## src/rtl/apt_pkg.sv

```systemverilog
package apt_pkg;

  localparam int SLOTS     = 16;
  localparam int SLOT_BITS = $clog2(SLOTS);
  localparam int OFF_BITS  = 24;
  localparam int HND_BITS  = 32;
  localparam int REQ_BITS  = 3;
  localparam int STAT_BITS = 2;

  localparam logic [REQ_BITS-1:0] REQ_CREATE  = 3'd0;
  localparam logic [REQ_BITS-1:0] REQ_RESOLVE = 3'd1;
  localparam logic [REQ_BITS-1:0] REQ_RELEASE = 3'd2;
  localparam logic [REQ_BITS-1:0] REQ_EDIT    = 3'd3;
  localparam logic [REQ_BITS-1:0] REQ_CLEAR   = 3'd4;

  localparam logic [STAT_BITS-1:0] STAT_OK   = 2'd0;
  localparam logic [STAT_BITS-1:0] STAT_FULL = 2'd1;
  localparam logic [STAT_BITS-1:0] STAT_MISS = 2'd2;

  typedef struct packed {
    logic [HND_BITS-1:0] handle;
    logic [OFF_BITS-1:0] offset;
    logic                bias;
  } slot_entry_t;

  // sequencer -> slot store
  typedef struct packed {
    logic                 rd_en;
    logic [SLOT_BITS-1:0] rd_addr;
    logic                 wr_en;
    logic [SLOT_BITS-1:0] wr_addr;
    slot_entry_t          wr_data;
    logic                 set_valid;  // mark wr_addr valid
    logic                 clr_valid;
    logic [SLOT_BITS-1:0] clr_addr;
    logic                 clr_all;
  } store_cmd_t;

endpackage

```

## src/rtl/anchor_position_tracker.sv

```systemverilog
// Channel   Dir  Handshake          Payload
// s_*       in   s_tvalid/s_tready  s_tuser: req_type; s_tdata: edit/anchor fields
// m_*       out  m_tvalid/m_tready  m_tdata: status, new_handle, position
//
// Create, clear and unused codes go from exec straight to finish, where the result is loaded.
// Resolve, release and edit walk all 16 slots through the slot RAM read port before m_tvalid
// rises: exec, one read per slot, the read latency, close, finish.
// Reset clears the slot valid bits and sets the handle counter to one.
// One request is in work at a time; a new request is taken while the previous
// result still waits, and a finished result holds until m_tready frees it.
module anchor_position_tracker (
  input  logic         clk,
  input  logic         rst,
  input  logic         s_tvalid,
  output logic         s_tready,
  // [23:0] offset, [47:24] removed_length, [71:48] inserted_length,
  // [72] bias, [104:73] handle, [111:105] zero
  input  logic [111:0] s_tdata,
  // [2:0] req_type
  input  logic [2:0]   s_tuser,
  output logic         m_tvalid,
  input  logic         m_tready,
  // [1:0] status, [33:2] new_handle, [57:34] position, [63:58] zero
  output logic [63:0]  m_tdata
);

  localparam int SB = apt_pkg::SLOT_BITS;
  localparam int OB = apt_pkg::OFF_BITS;
  localparam int HB = apt_pkg::HND_BITS;

  typedef enum logic [3:0] {
    ST_IDLE = 4'b0001,
    ST_EXEC = 4'b0010,
    ST_WALK = 4'b0100,
    ST_FIN  = 4'b1000
  } state_t;

  state_t state, state_next;

  // latched request
  logic [apt_pkg::REQ_BITS-1:0] req_type;
  logic [OB-1:0]                req_off;
  logic [OB-1:0]                req_rem;
  logic [OB-1:0]                req_ins;
  logic                         req_bias;
  logic [HB-1:0]                req_handle;

  logic [HB-1:0] next_handle, next_handle_next;
  logic [SB:0]   iss_cnt, iss_cnt_next;   // reads issued so far, up to SLOTS
  logic          rd_pend, rd_pend_next;   // RAM data for rd_idx arrives now
  logic [SB-1:0] rd_idx;
  logic          found, found_next;
  logic [SB-1:0] hit_idx, hit_idx_next;
  logic [OB-1:0] hit_pos, hit_pos_next;

  logic [apt_pkg::STAT_BITS-1:0] res_status, res_status_next;
  logic [HB-1:0]                 res_nh, res_nh_next;
  logic [OB-1:0]                 res_pos, res_pos_next;
  logic                          load_out;

  apt_pkg::store_cmd_t       cmd;
  apt_pkg::slot_entry_t      rd_data;
  logic [apt_pkg::SLOTS-1:0] valid;
  logic                      free_found;
  logic [SB-1:0]             free_idx;
  logic [OB-1:0]             edit_off;
  logic                      accept;

  assign s_tready = (state == ST_IDLE);
  assign accept   = s_tvalid && s_tready;

  apt_slot_store u_store (
    .clk        (clk),
    .rst        (rst),
    .cmd        (cmd),
    .rd_data    (rd_data),
    .valid      (valid),
    .free_found (free_found),
    .free_idx   (free_idx)
  );

  apt_edit_unit u_edit (
    .anchor_off  (rd_data.offset),
    .anchor_bias (rd_data.bias),
    .start       (req_off),
    .rem         (req_rem),
    .ins         (req_ins),
    .new_off     (edit_off)
  );

  always_comb begin
    state_next       = state;
    iss_cnt_next     = iss_cnt;
    rd_pend_next     = 1'b0;
    found_next       = found;
    hit_idx_next     = hit_idx;
    hit_pos_next     = hit_pos;
    next_handle_next = next_handle;
    res_status_next  = res_status;
    res_nh_next      = res_nh;
    res_pos_next     = res_pos;
    load_out         = 1'b0;
    cmd              = '0;

    unique case (state)
      ST_IDLE: begin
        if (s_tvalid) begin
          state_next   = ST_EXEC;
          iss_cnt_next = '0;
          found_next   = 1'b0;
        end
      end
      ST_EXEC: begin
        res_status_next = apt_pkg::STAT_OK;
        res_nh_next     = '0;
        res_pos_next    = '0;
        state_next      = ST_FIN;
        case (req_type) inside
          apt_pkg::REQ_CREATE: begin
            if (free_found) begin
              cmd.wr_en          = 1'b1;
              cmd.wr_addr        = free_idx;
              cmd.wr_data.handle = next_handle;
              cmd.wr_data.offset = req_off;
              cmd.wr_data.bias   = req_bias;
              cmd.set_valid      = 1'b1;
              res_nh_next        = next_handle;
              next_handle_next   = next_handle + HB'(1);
            end else begin
              res_status_next = apt_pkg::STAT_FULL;
            end
          end
          apt_pkg::REQ_RESOLVE, apt_pkg::REQ_RELEASE, apt_pkg::REQ_EDIT: begin
            state_next = ST_WALK;
          end
          apt_pkg::REQ_CLEAR: begin
            cmd.clr_all = 1'b1;
          end
          default: ;
        endcase
      end
      ST_WALK: begin
        // issue side: one slot read per cycle
        if (iss_cnt != (SB+1)'(apt_pkg::SLOTS)) begin
          cmd.rd_en    = 1'b1;
          cmd.rd_addr  = iss_cnt[SB-1:0];
          iss_cnt_next = iss_cnt + (SB+1)'(1);
          rd_pend_next = 1'b1;
        end
        // return side: entry of rd_idx is on rd_data
        if (rd_pend && valid[rd_idx]) begin
          if (req_type == apt_pkg::REQ_EDIT) begin
            cmd.wr_en          = 1'b1;
            cmd.wr_addr        = rd_idx;
            cmd.wr_data.handle = rd_data.handle;
            cmd.wr_data.offset = edit_off;
            cmd.wr_data.bias   = rd_data.bias;
          end else if (!found && rd_data.handle == req_handle) begin
            found_next   = 1'b1;
            hit_idx_next = rd_idx;
            hit_pos_next = rd_data.offset;
          end
        end
        if (iss_cnt == (SB+1)'(apt_pkg::SLOTS) && !rd_pend) begin
          state_next = ST_FIN;
          if (req_type != apt_pkg::REQ_EDIT) begin
            if (!found) begin
              res_status_next = apt_pkg::STAT_MISS;
            end else if (req_type == apt_pkg::REQ_RELEASE) begin
              cmd.clr_valid = 1'b1;
              cmd.clr_addr  = hit_idx;
            end else begin
              res_pos_next = hit_pos;
            end
          end
        end
      end
      ST_FIN: begin
        if (!m_tvalid || m_tready) begin
          load_out   = 1'b1;
          state_next = ST_IDLE;
        end
      end
      default: state_next = ST_IDLE;
    endcase
  end

  always_ff @(posedge clk) begin
    if (rst) begin
      state       <= ST_IDLE;
      next_handle <= HB'(1);
      m_tvalid    <= 1'b0;
      rd_pend     <= 1'b0;
      found       <= 1'b0;
      iss_cnt     <= '0;
    end else begin
      state       <= state_next;
      next_handle <= next_handle_next;
      rd_pend     <= rd_pend_next;
      found       <= found_next;
      iss_cnt     <= iss_cnt_next;
      if (load_out) begin
        m_tvalid <= 1'b1;
      end else if (m_tready) begin
        m_tvalid <= 1'b0;
      end
    end
  end

  // payload registers
  always_ff @(posedge clk) begin
    if (accept) begin
      req_type   <= s_tuser;
      req_off    <= s_tdata[23:0];
      req_rem    <= s_tdata[47:24];
      req_ins    <= s_tdata[71:48];
      req_bias   <= s_tdata[72];
      req_handle <= s_tdata[104:73];
    end
    rd_idx     <= cmd.rd_addr;
    hit_idx    <= hit_idx_next;
    hit_pos    <= hit_pos_next;
    res_status <= res_status_next;
    res_nh     <= res_nh_next;
    res_pos    <= res_pos_next;
    if (load_out) begin
      m_tdata <= {6'b0, res_pos, res_nh, res_status};
    end
  end

  a_accept_exec: assert property (@(posedge clk) disable iff (rst)
    accept |=> state == ST_EXEC)
    else $error("accepted request did not start");

  a_pend_in_walk: assert property (@(posedge clk) disable iff (rst)
    rd_pend |-> state == ST_WALK)
    else $error("slot read returned outside walk");

  a_load_valid: assert property (@(posedge clk) disable iff (rst)
    load_out |=> m_tvalid && state == ST_IDLE)
    else $error("result load lost");

  a_no_overrun: assert property (@(posedge clk) disable iff (rst)
    state == ST_WALK |-> iss_cnt <= (SB+1)'(apt_pkg::SLOTS))
    else $error("walk counter overran");

endmodule

```

## src/rtl/apt_slot_store.sv

```systemverilog
module apt_slot_store (
  input  logic                          clk,
  input  logic                          rst,
  input  apt_pkg::store_cmd_t           cmd,
  output apt_pkg::slot_entry_t          rd_data,
  output logic [apt_pkg::SLOTS-1:0]     valid,
  output logic                          free_found,
  output logic [apt_pkg::SLOT_BITS-1:0] free_idx
);

  apt_pkg::slot_entry_t mem [apt_pkg::SLOTS];

  always_ff @(posedge clk) begin
    if (cmd.wr_en) begin
      mem[cmd.wr_addr] <= cmd.wr_data;
    end
    if (cmd.rd_en) begin
      rd_data <= mem[cmd.rd_addr];
    end
  end

  always_ff @(posedge clk) begin
    if (rst) begin
      valid <= '0;
    end else if (cmd.clr_all) begin
      valid <= '0;
    end else begin
      if (cmd.set_valid) begin
        valid[cmd.wr_addr] <= 1'b1;
      end
      if (cmd.clr_valid) begin
        valid[cmd.clr_addr] <= 1'b0;
      end
    end
  end

  // lowest free slot
  always_comb begin
    free_found = 1'b0;
    free_idx   = '0;
    for (int i = apt_pkg::SLOTS - 1; i >= 0; i--) begin
      if (!valid[i]) begin
        free_found = 1'b1;
        free_idx   = apt_pkg::SLOT_BITS'(i);
      end
    end
  end

endmodule

```

## src/rtl/apt_edit_unit.sv

```systemverilog
module apt_edit_unit (
  input  logic [apt_pkg::OFF_BITS-1:0] anchor_off,
  input  logic                         anchor_bias,
  input  logic [apt_pkg::OFF_BITS-1:0] start,
  input  logic [apt_pkg::OFF_BITS-1:0] rem,
  input  logic [apt_pkg::OFF_BITS-1:0] ins,
  output logic [apt_pkg::OFF_BITS-1:0] new_off
);

  localparam int W = apt_pkg::OFF_BITS;

  logic [W:0]   end_pos;
  logic [W:0]   ins_sum;
  logic [W-1:0] ins_end;
  logic [W:0]   shifted;

  assign end_pos = {1'b0, start} + {1'b0, rem};
  assign ins_sum = {1'b0, start} + {1'b0, ins};
  assign ins_end = ins_sum[W] ? {W{1'b1}} : ins_sum[W-1:0];
  // anchor >= end >= rem here, so the subtract cannot wrap
  assign shifted = {1'b0, anchor_off - rem} + {1'b0, ins};

  always_comb begin
    if (anchor_off <= start) begin
      new_off = anchor_off;
    end else if ({1'b0, anchor_off} >= end_pos) begin
      new_off = shifted[W] ? {W{1'b1}} : shifted[W-1:0];
    end else begin
      new_off = anchor_bias ? ins_end : start;
    end
  end

endmodule
```

## config.mk

```make
export PLATFORM = sky130hd
export DESIGN_NAME = anchor_position_tracker
export DESIGN_NICKNAME = d
export VERILOG_FILES = /design/src/rtl/apt_pkg.sv /design/src/rtl/anchor_position_tracker.sv /design/src/rtl/apt_slot_store.sv /design/src/rtl/apt_edit_unit.sv
export SDC_FILE = /design/constraint.sdc
export NUM_CORES = 2
export LEC_CHECK = 0
export BUFFER_PORTS_ARGS = -buffer_cell sky130_fd_sc_hd__buf_4
export CAP_MARGIN = 30
export CORE_ASPECT_RATIO = 0.8
export CORE_UTILIZATION = 55
export DETAILED_ROUTE_END_ITERATION = 7
export PLACE_DENSITY = 0.7
export SLEW_MARGIN = 20
export SYNTH_ARGS = -nofsm -noshare
export SYNTH_HDL_FRONTEND = slang
export SYNTH_HIERARCHICAL = 1
export SYNTH_SLANG_ARGS = --single-unit
export TNS_END_PERCENT = 30
```

## constraint.sdc

```tcl
create_clock -name clk -period 13.4 [get_ports clk]
set_clock_uncertainty 0.2 [all_clocks]
set_input_delay 4.02 -clock clk [delete_from_list [all_inputs] [get_ports clk]]
set_output_delay 4.02 -clock clk [all_outputs]
set_load 0.1 [all_outputs]
```

Word-level counts from Yosys, hierarchy flattened

Memories as Yosys holds them, arrays and structs flattened. A register that Yosys moved wholly into a read port is not among the register bits.
Index checks and enable logic that the tools add are counted.

Order comparisons: 7
Bitwise operators: 5
Add/sub/neg operators: 6
Reductions and logical operators: 25
Mux-type cells: 96
Eq/ne operators: 23

Operators with widths:

| kind                                                | count |
|---|---|
| two-way mux 24 bit                                  | 9 |
| two-way mux 63 bit                                  | 2 |
| two-way mux 62 bit                                  | 2 |
| one-hot mux 62 bit (2 select lines)                 | 1 |
| two-way mux 4 bit                                   | 21 |
| adder 24 x 24 -> 25 bit                             | 3 |
| two-way mux 16 bit                                  | 4 |
| one-hot mux 24 bit (2 select lines)                 | 1 |
| two-way mux 5 bit                                   | 9 |
| two-way mux 1 bit                                   | 37 |
| adder 32 x 1 -> 32 bit (second input constant)      | 1 |
| equality test 32 bit                                | 1 |
| >= comparator 24 x 25 -> 1 bit                      | 1 |
| <= comparator 24 bit                                | 1 |
| subtractor 24 bit                                   | 1 |
| != test 2 bit (second input constant)               | 11 |
| bitwise AND 16 bit                                  | 1 |
| inverter 16 bit                                     | 1 |
| bitwise OR 16 bit                                   | 1 |
| one-hot mux 4 bit (4 select lines)                  | 1 |
| < comparator 4 x 5 -> 1 bit (second input constant) | 3 |
| one-hot mux 5 bit (2 select lines)                  | 1 |
| AND reduction 5 bit                                 | 2 |
| AND reduction 3 bit                                 | 3 |
| other kinds (27)                                    | 44 |

Input port bits: 119
Word-level logic and storage cells: 183
Flip-flop bits (word level): 316
Bits in writable memories: 912
Memories: 1

Memory list:

| name        | depth | bits a word | read ports | clocked after memory_dff | wr ports | RTL line             | text |
|---|---|---|---|---|---|---|---|
| u_store.mem | 16    | 57          | 1          | 1                        | 1        | apt_slot_store.sv:11 | `apt_pkg::slot_entry_t mem [apt_pkg::SLOTS];` |

Longest topological paths before layout

Depth in word-level cells: 29
Depth in mapped cells: 26

Modules after synthesis

Netlist, hierarchy kept.

By module, submodules not included:

| module                  | sequential area each (um^2) | times used | cells each | area each (um^2) |
|---|---|---|---|---|
| apt_slot_store          | 29418.2                     | 1          | 1569       | 36632.6 |
| anchor_position_tracker | 8528.2                      | 1          | 727        | 11393.4 |
| apt_edit_unit           | 0.0                         | 1          | 913        | 6550.0 |

Worst setup path after synthesis

OpenSTA, ideal clock, no wires.

Path type: flip-flop to output port
Start point: register state[3]
End point: output s_tready
Data arrival time: 3750 ps
Slack: 5430 ps
Cell stages (with the launch flop): 2
Path through: dfxtp_1 nor4b_1

Cells in the longest elaborated chain, start to end: 1

RTL lines:

| item                         | RTL line                       | text |
|---|---|---|
| start, declared              | anchor_position_tracker.sv:38  | `state_t state, state_next;` |
| start signal, assigned       | anchor_position_tracker.sv:197 | `state <= state_next;` |
| equality test 4 x 1 -> 1 bit | anchor_position_tracker.sv:69  | `assign s_tready = (state == ST_IDLE);` |
| end, declared                | anchor_position_tracker.sv:15  | `output logic s_tready,` |

No other way between the ends.

==> results.py <==
metrics = {
    "outcome": {
        "status": "finished clean",
    },
    "critical_path": {
        "endpoint": "u_store/mem[9][6]",
        "rr_worst_depth": 23,
        "critPathSlowestCell": "a211oi_1",
        "critPathArrivalTime_ns": 7.86,
        "crit_type": "flop to flop",
        "critPathLaunch": "req_off[0]",
        "cpPeakStageDelay_ns": 0.66,
        "reg2reg_slack_ns": 5.70,
        "crit_chain": "ha_1, inv_1, fa_1, nor2b_4, o31ai_2, a21oi_1, or4_4, a31oi_4, o31ai_2, a211o_1, a2111oi_2, nor3b_1, ha_1, o21ai_0, a211oi_1, nand2_1, o32a_1, a22oi_1, o31ai_4, or2_1, nor2_2, a221oi_1, a22o_1",
        "critPathCaptureType": "flop",
        "required_ns": 13.57,
        "critPathLaunchType": "flop",
        "worstPathMaxFanout": 17,
        "r2r-end": "u_store/mem[9][6]",
        "crit-reg2reg-launch": "req_off[0]",
    },
    "clock_tree": {
        "cts_tree": "built",
        "clock_latency_ns": 0.71,
        "clk_pin_slew_ns": 0.06,
        "cts_resized": 0,
        "cts-root-buf": "clkbuf_16",
        "numCtsBuffers": 120,
        "ctsHoldBuffers": 0,
        "post_cts_buffers": 0,
        "cts_sinks": 1285,
        "clock_path_buffers": 3,
        "htreeDepth": 3,
    },
    "synthesis": {
        "synth-seq-cells": 1285,
        "ys_async_sr_fraction": 0,
        "synth_edf_count": 1221,
        "synth_ff_type": "edfxtp_1",
        "synthCells": 3209,
        "ys_types": 94,
        "synth_warnings": 6,
        "avgSynthCellArea_um2": 17.01,
        "yosysSeqAreaShare": 0.6953,
        "syn_area_um2": 54580,
    },
    "placed_design": {
        "port_buffers": 171,
        "place.gp.congestion": 0.9388,
        "dp_hpwl_mm": 81.18,
    },
    "route": {
        "drt_iter0_drc": 3565,
        "vias": 30840,
        "wl_per_cell_um": 27.80,
        "remaining_drc_errors": 0,
        "drt-total-wl_mm": 133.9,
        "drtAntennaViolNets": 0,
        "firstDrtPassIters": 6,
        "avgViaCountPerCell": 6.402,
    },
    "die": {
        "start_util": 0.5597,
        "row_count": 102,
        "fp.dieH_um": 283.8,
        "core_um2": 97500,
        "dieWidth_um": 354.2,
        "io-pin-count": 185,
        "dieArea_um2": 100500,
    },
    "power": {
        "p_clk_frac": 0.389,
        "powerDensity_nw_per_um2": 142.7,
        "vdd_ir_drop_max_uv": 134.1,
        "leakage_uw": 0.02007,
        "sequentialPowerShare": 0.507,
        "power_switching_uw": 2054,
        "internal-power_uw": 6714,
        "comb_power_share": 0.103,
        "swShare": 0.2343,
    },
    "min_path": {
        "hp-class": "flop to flop",
    },
    "finish": {
        "drive_gt1_frac": 0.1962,
        "fin_util": 0.6302,
        "layout.nets": 3690,
        "syn_to_final_growth_pct": 12.58,
        "nFillCells": 6890,
    },
    "sta": {
        "hold_viol_final": 0,
        "slew_headroom": 0.2956,
        "post-route-min-period_ns": 7.695,
        "worstMarginPinSlew_ns": 1.057,
        "rsz0062_at_grt": "false",
        "period_share": 0.5743,
        "setup-tns-final_ns": 0,
        "final_max_slew_viol_count": 0,
        "setup_viol": 0,
        "max_freq_ghz": 0.1299,
    },
    "global_route": {
        "track_usage": 0.2670,
        "antenna_found_initial": 6,
        "grt_pass1_vias": 30290,
        "gr-total-overflow": 0,
        "grt_first_pass_wirelength_mm": 197.6,
        "grt_max_degree": 107,
    },
    "flow_run": {
        "drv_cap": 0,
    },
}
## final cells by class
cell class                      instances  area, um^2  area share
Timing Repair Buffer                  219        1729     0.02814
Multi-Input combinational cell       1709       15840      0.2578
Clock buffer                          157        3276     0.05331
Sequential cell                      1285       37950      0.6176
Inverter                               84       320.3    0.005213
Antenna cell                            1       2.502  0.00004073
Clock inverter                         62       700.7     0.01140
Tap cell                             1300        1627     0.02647
## cells by family after synthesis
group,Yosys count,synth area share
multiplexers,235,0.09590
AND/OR/NAND/NOR,603,0.05711
other,1,0.00006871
flip-flops,1285,0.6953
buffers and inverters,220,0.01857
XOR/XNOR,133,0.02134
AO/OA/AOI/OAI,580,0.07632
adder cells (fa/ha/maj),152,0.03540
## power groups by stage
stage	Clock [uW]	Sequential, uW	Combinational (uW)
final	3410	4450	904
after global routing	3630	4450	979
after CTS	3470	4450	877
after detailed placement	0	4540	871
after global placement	0	4540	853
after floorplan	0	4540	619
## how the worst min path moves through the flow
| stage | from | endpoint | slack, ns | cells after the start |
|---|---|---|---|---|
| floorplan | res_status[0] | m_tdata[0] | 0.20 | 0 |
| global placement | res_pos[17] | m_tdata[51] | 0.20 | 0 |
| detailed placement | res_pos[5] | m_tdata[39] | 0.20 | 0 |
| CTS | res_pos[5] | m_tdata[39] | 0.22 | 0 |
| global route | res_nh[6] | m_tdata[8] | 0.22 | 0 |
| finish | res_pos[5] | m_tdata[39] | 0.22 | 0 |
## sequential cells by signal, summed over array words and instances (netlist names), 32 cells and up
signal,cells
res_nh,32
req_handle,32
m_tdata,58
u_store/mem,912
next_handle,32
u_store/rd_data,57
## metal layers
| layer | vias to the layer above | global-route usage | share of wire |
|---|---|---|---|
| met5 | - | 0 | 0 |
| met4 | 0 | 0.05819 | 0.016 |
| met3 | 176 | 0.04553 | 0.096 |
| met2 | 1521 | 0.3998 | 0.45 |
| met1 | 15800 | 0.4133 | 0.44 |
| li1 | 13350 | - | - |
## through the flow
stage                     cell area (um^2)  power (uW)  cells  setup slack, ns  hold WS [ns]
after floorplan                      54590        5163   3214            5.430        0.2003
after global placement               57340        5388   4590            5.965        0.2022
after detailed placement             57410        5407   4594            5.946        0.2045
after CTS                            61390        8794   4813            5.882        0.2186
after global routing                 61440        9056   4816            5.441        0.2220
final                                61440        8768   4817            5.705        0.2175
## worst max-delay path, delay by kind of cell, from the launching register on
kind            cells  cell delay, ns
simple gates        6            1.82
flops               1            0.48
fa+ha+maj           3            0.82
compound gates     13            3.96
buf+inv             1            0.07
## cell usage after synthesis (45+ instances only)
library cell | instances | share of area
o21ai_0 | 51 | 0.0047
a21o_1 | 45 | 0.0062
nand3_1 | 46 | 0.0042
a22o_1 | 63 | 0.010
and2_1 | 70 | 0.0080
xor2_1 | 53 | 0.0085
edfxtp_1 | 1221 | 0.67
xnor2_1 | 80 | 0.013
ha_1 | 148 | 0.034
a22oi_1 | 117 | 0.016
a21oi_1 | 108 | 0.0099
mux4_2 | 230 | 0.095
nor2_1 | 146 | 0.010
inv_1 | 83 | 0.0057
nand2_1 | 128 | 0.0088
clkbuf_1 | 66 | 0.0045
dfxtp_1 | 64 | 0.023
## layout by cell type (no fill, tap or decap), types with 23 or more instances in the layout
cell type  Yosys  final
buf_4         29    211
a21o_1        45     45
clkbuf_16      0    123
nand3_1       46     46
edfxtp_1    1221   1221
nor2b_1       29     27
a31oi_1       23     23
a22o_1        63     63
a22oi_1      117    117
xor2_1        53     53
mux4_2       230    230
and2_1        70     67
a211oi_1      29     29
xnor2_1       80     80
clkbuf_1      66     27
dfxtp_1       64     64
a21oi_1      108    107
ha_1         148    148
nand2_1      128    128
nor2_1       146    132
o21ai_0       51     50
inv_1         83     83
nand4_1       40     40
nor3_1        33     29
(Power assumes the default switching activity.)
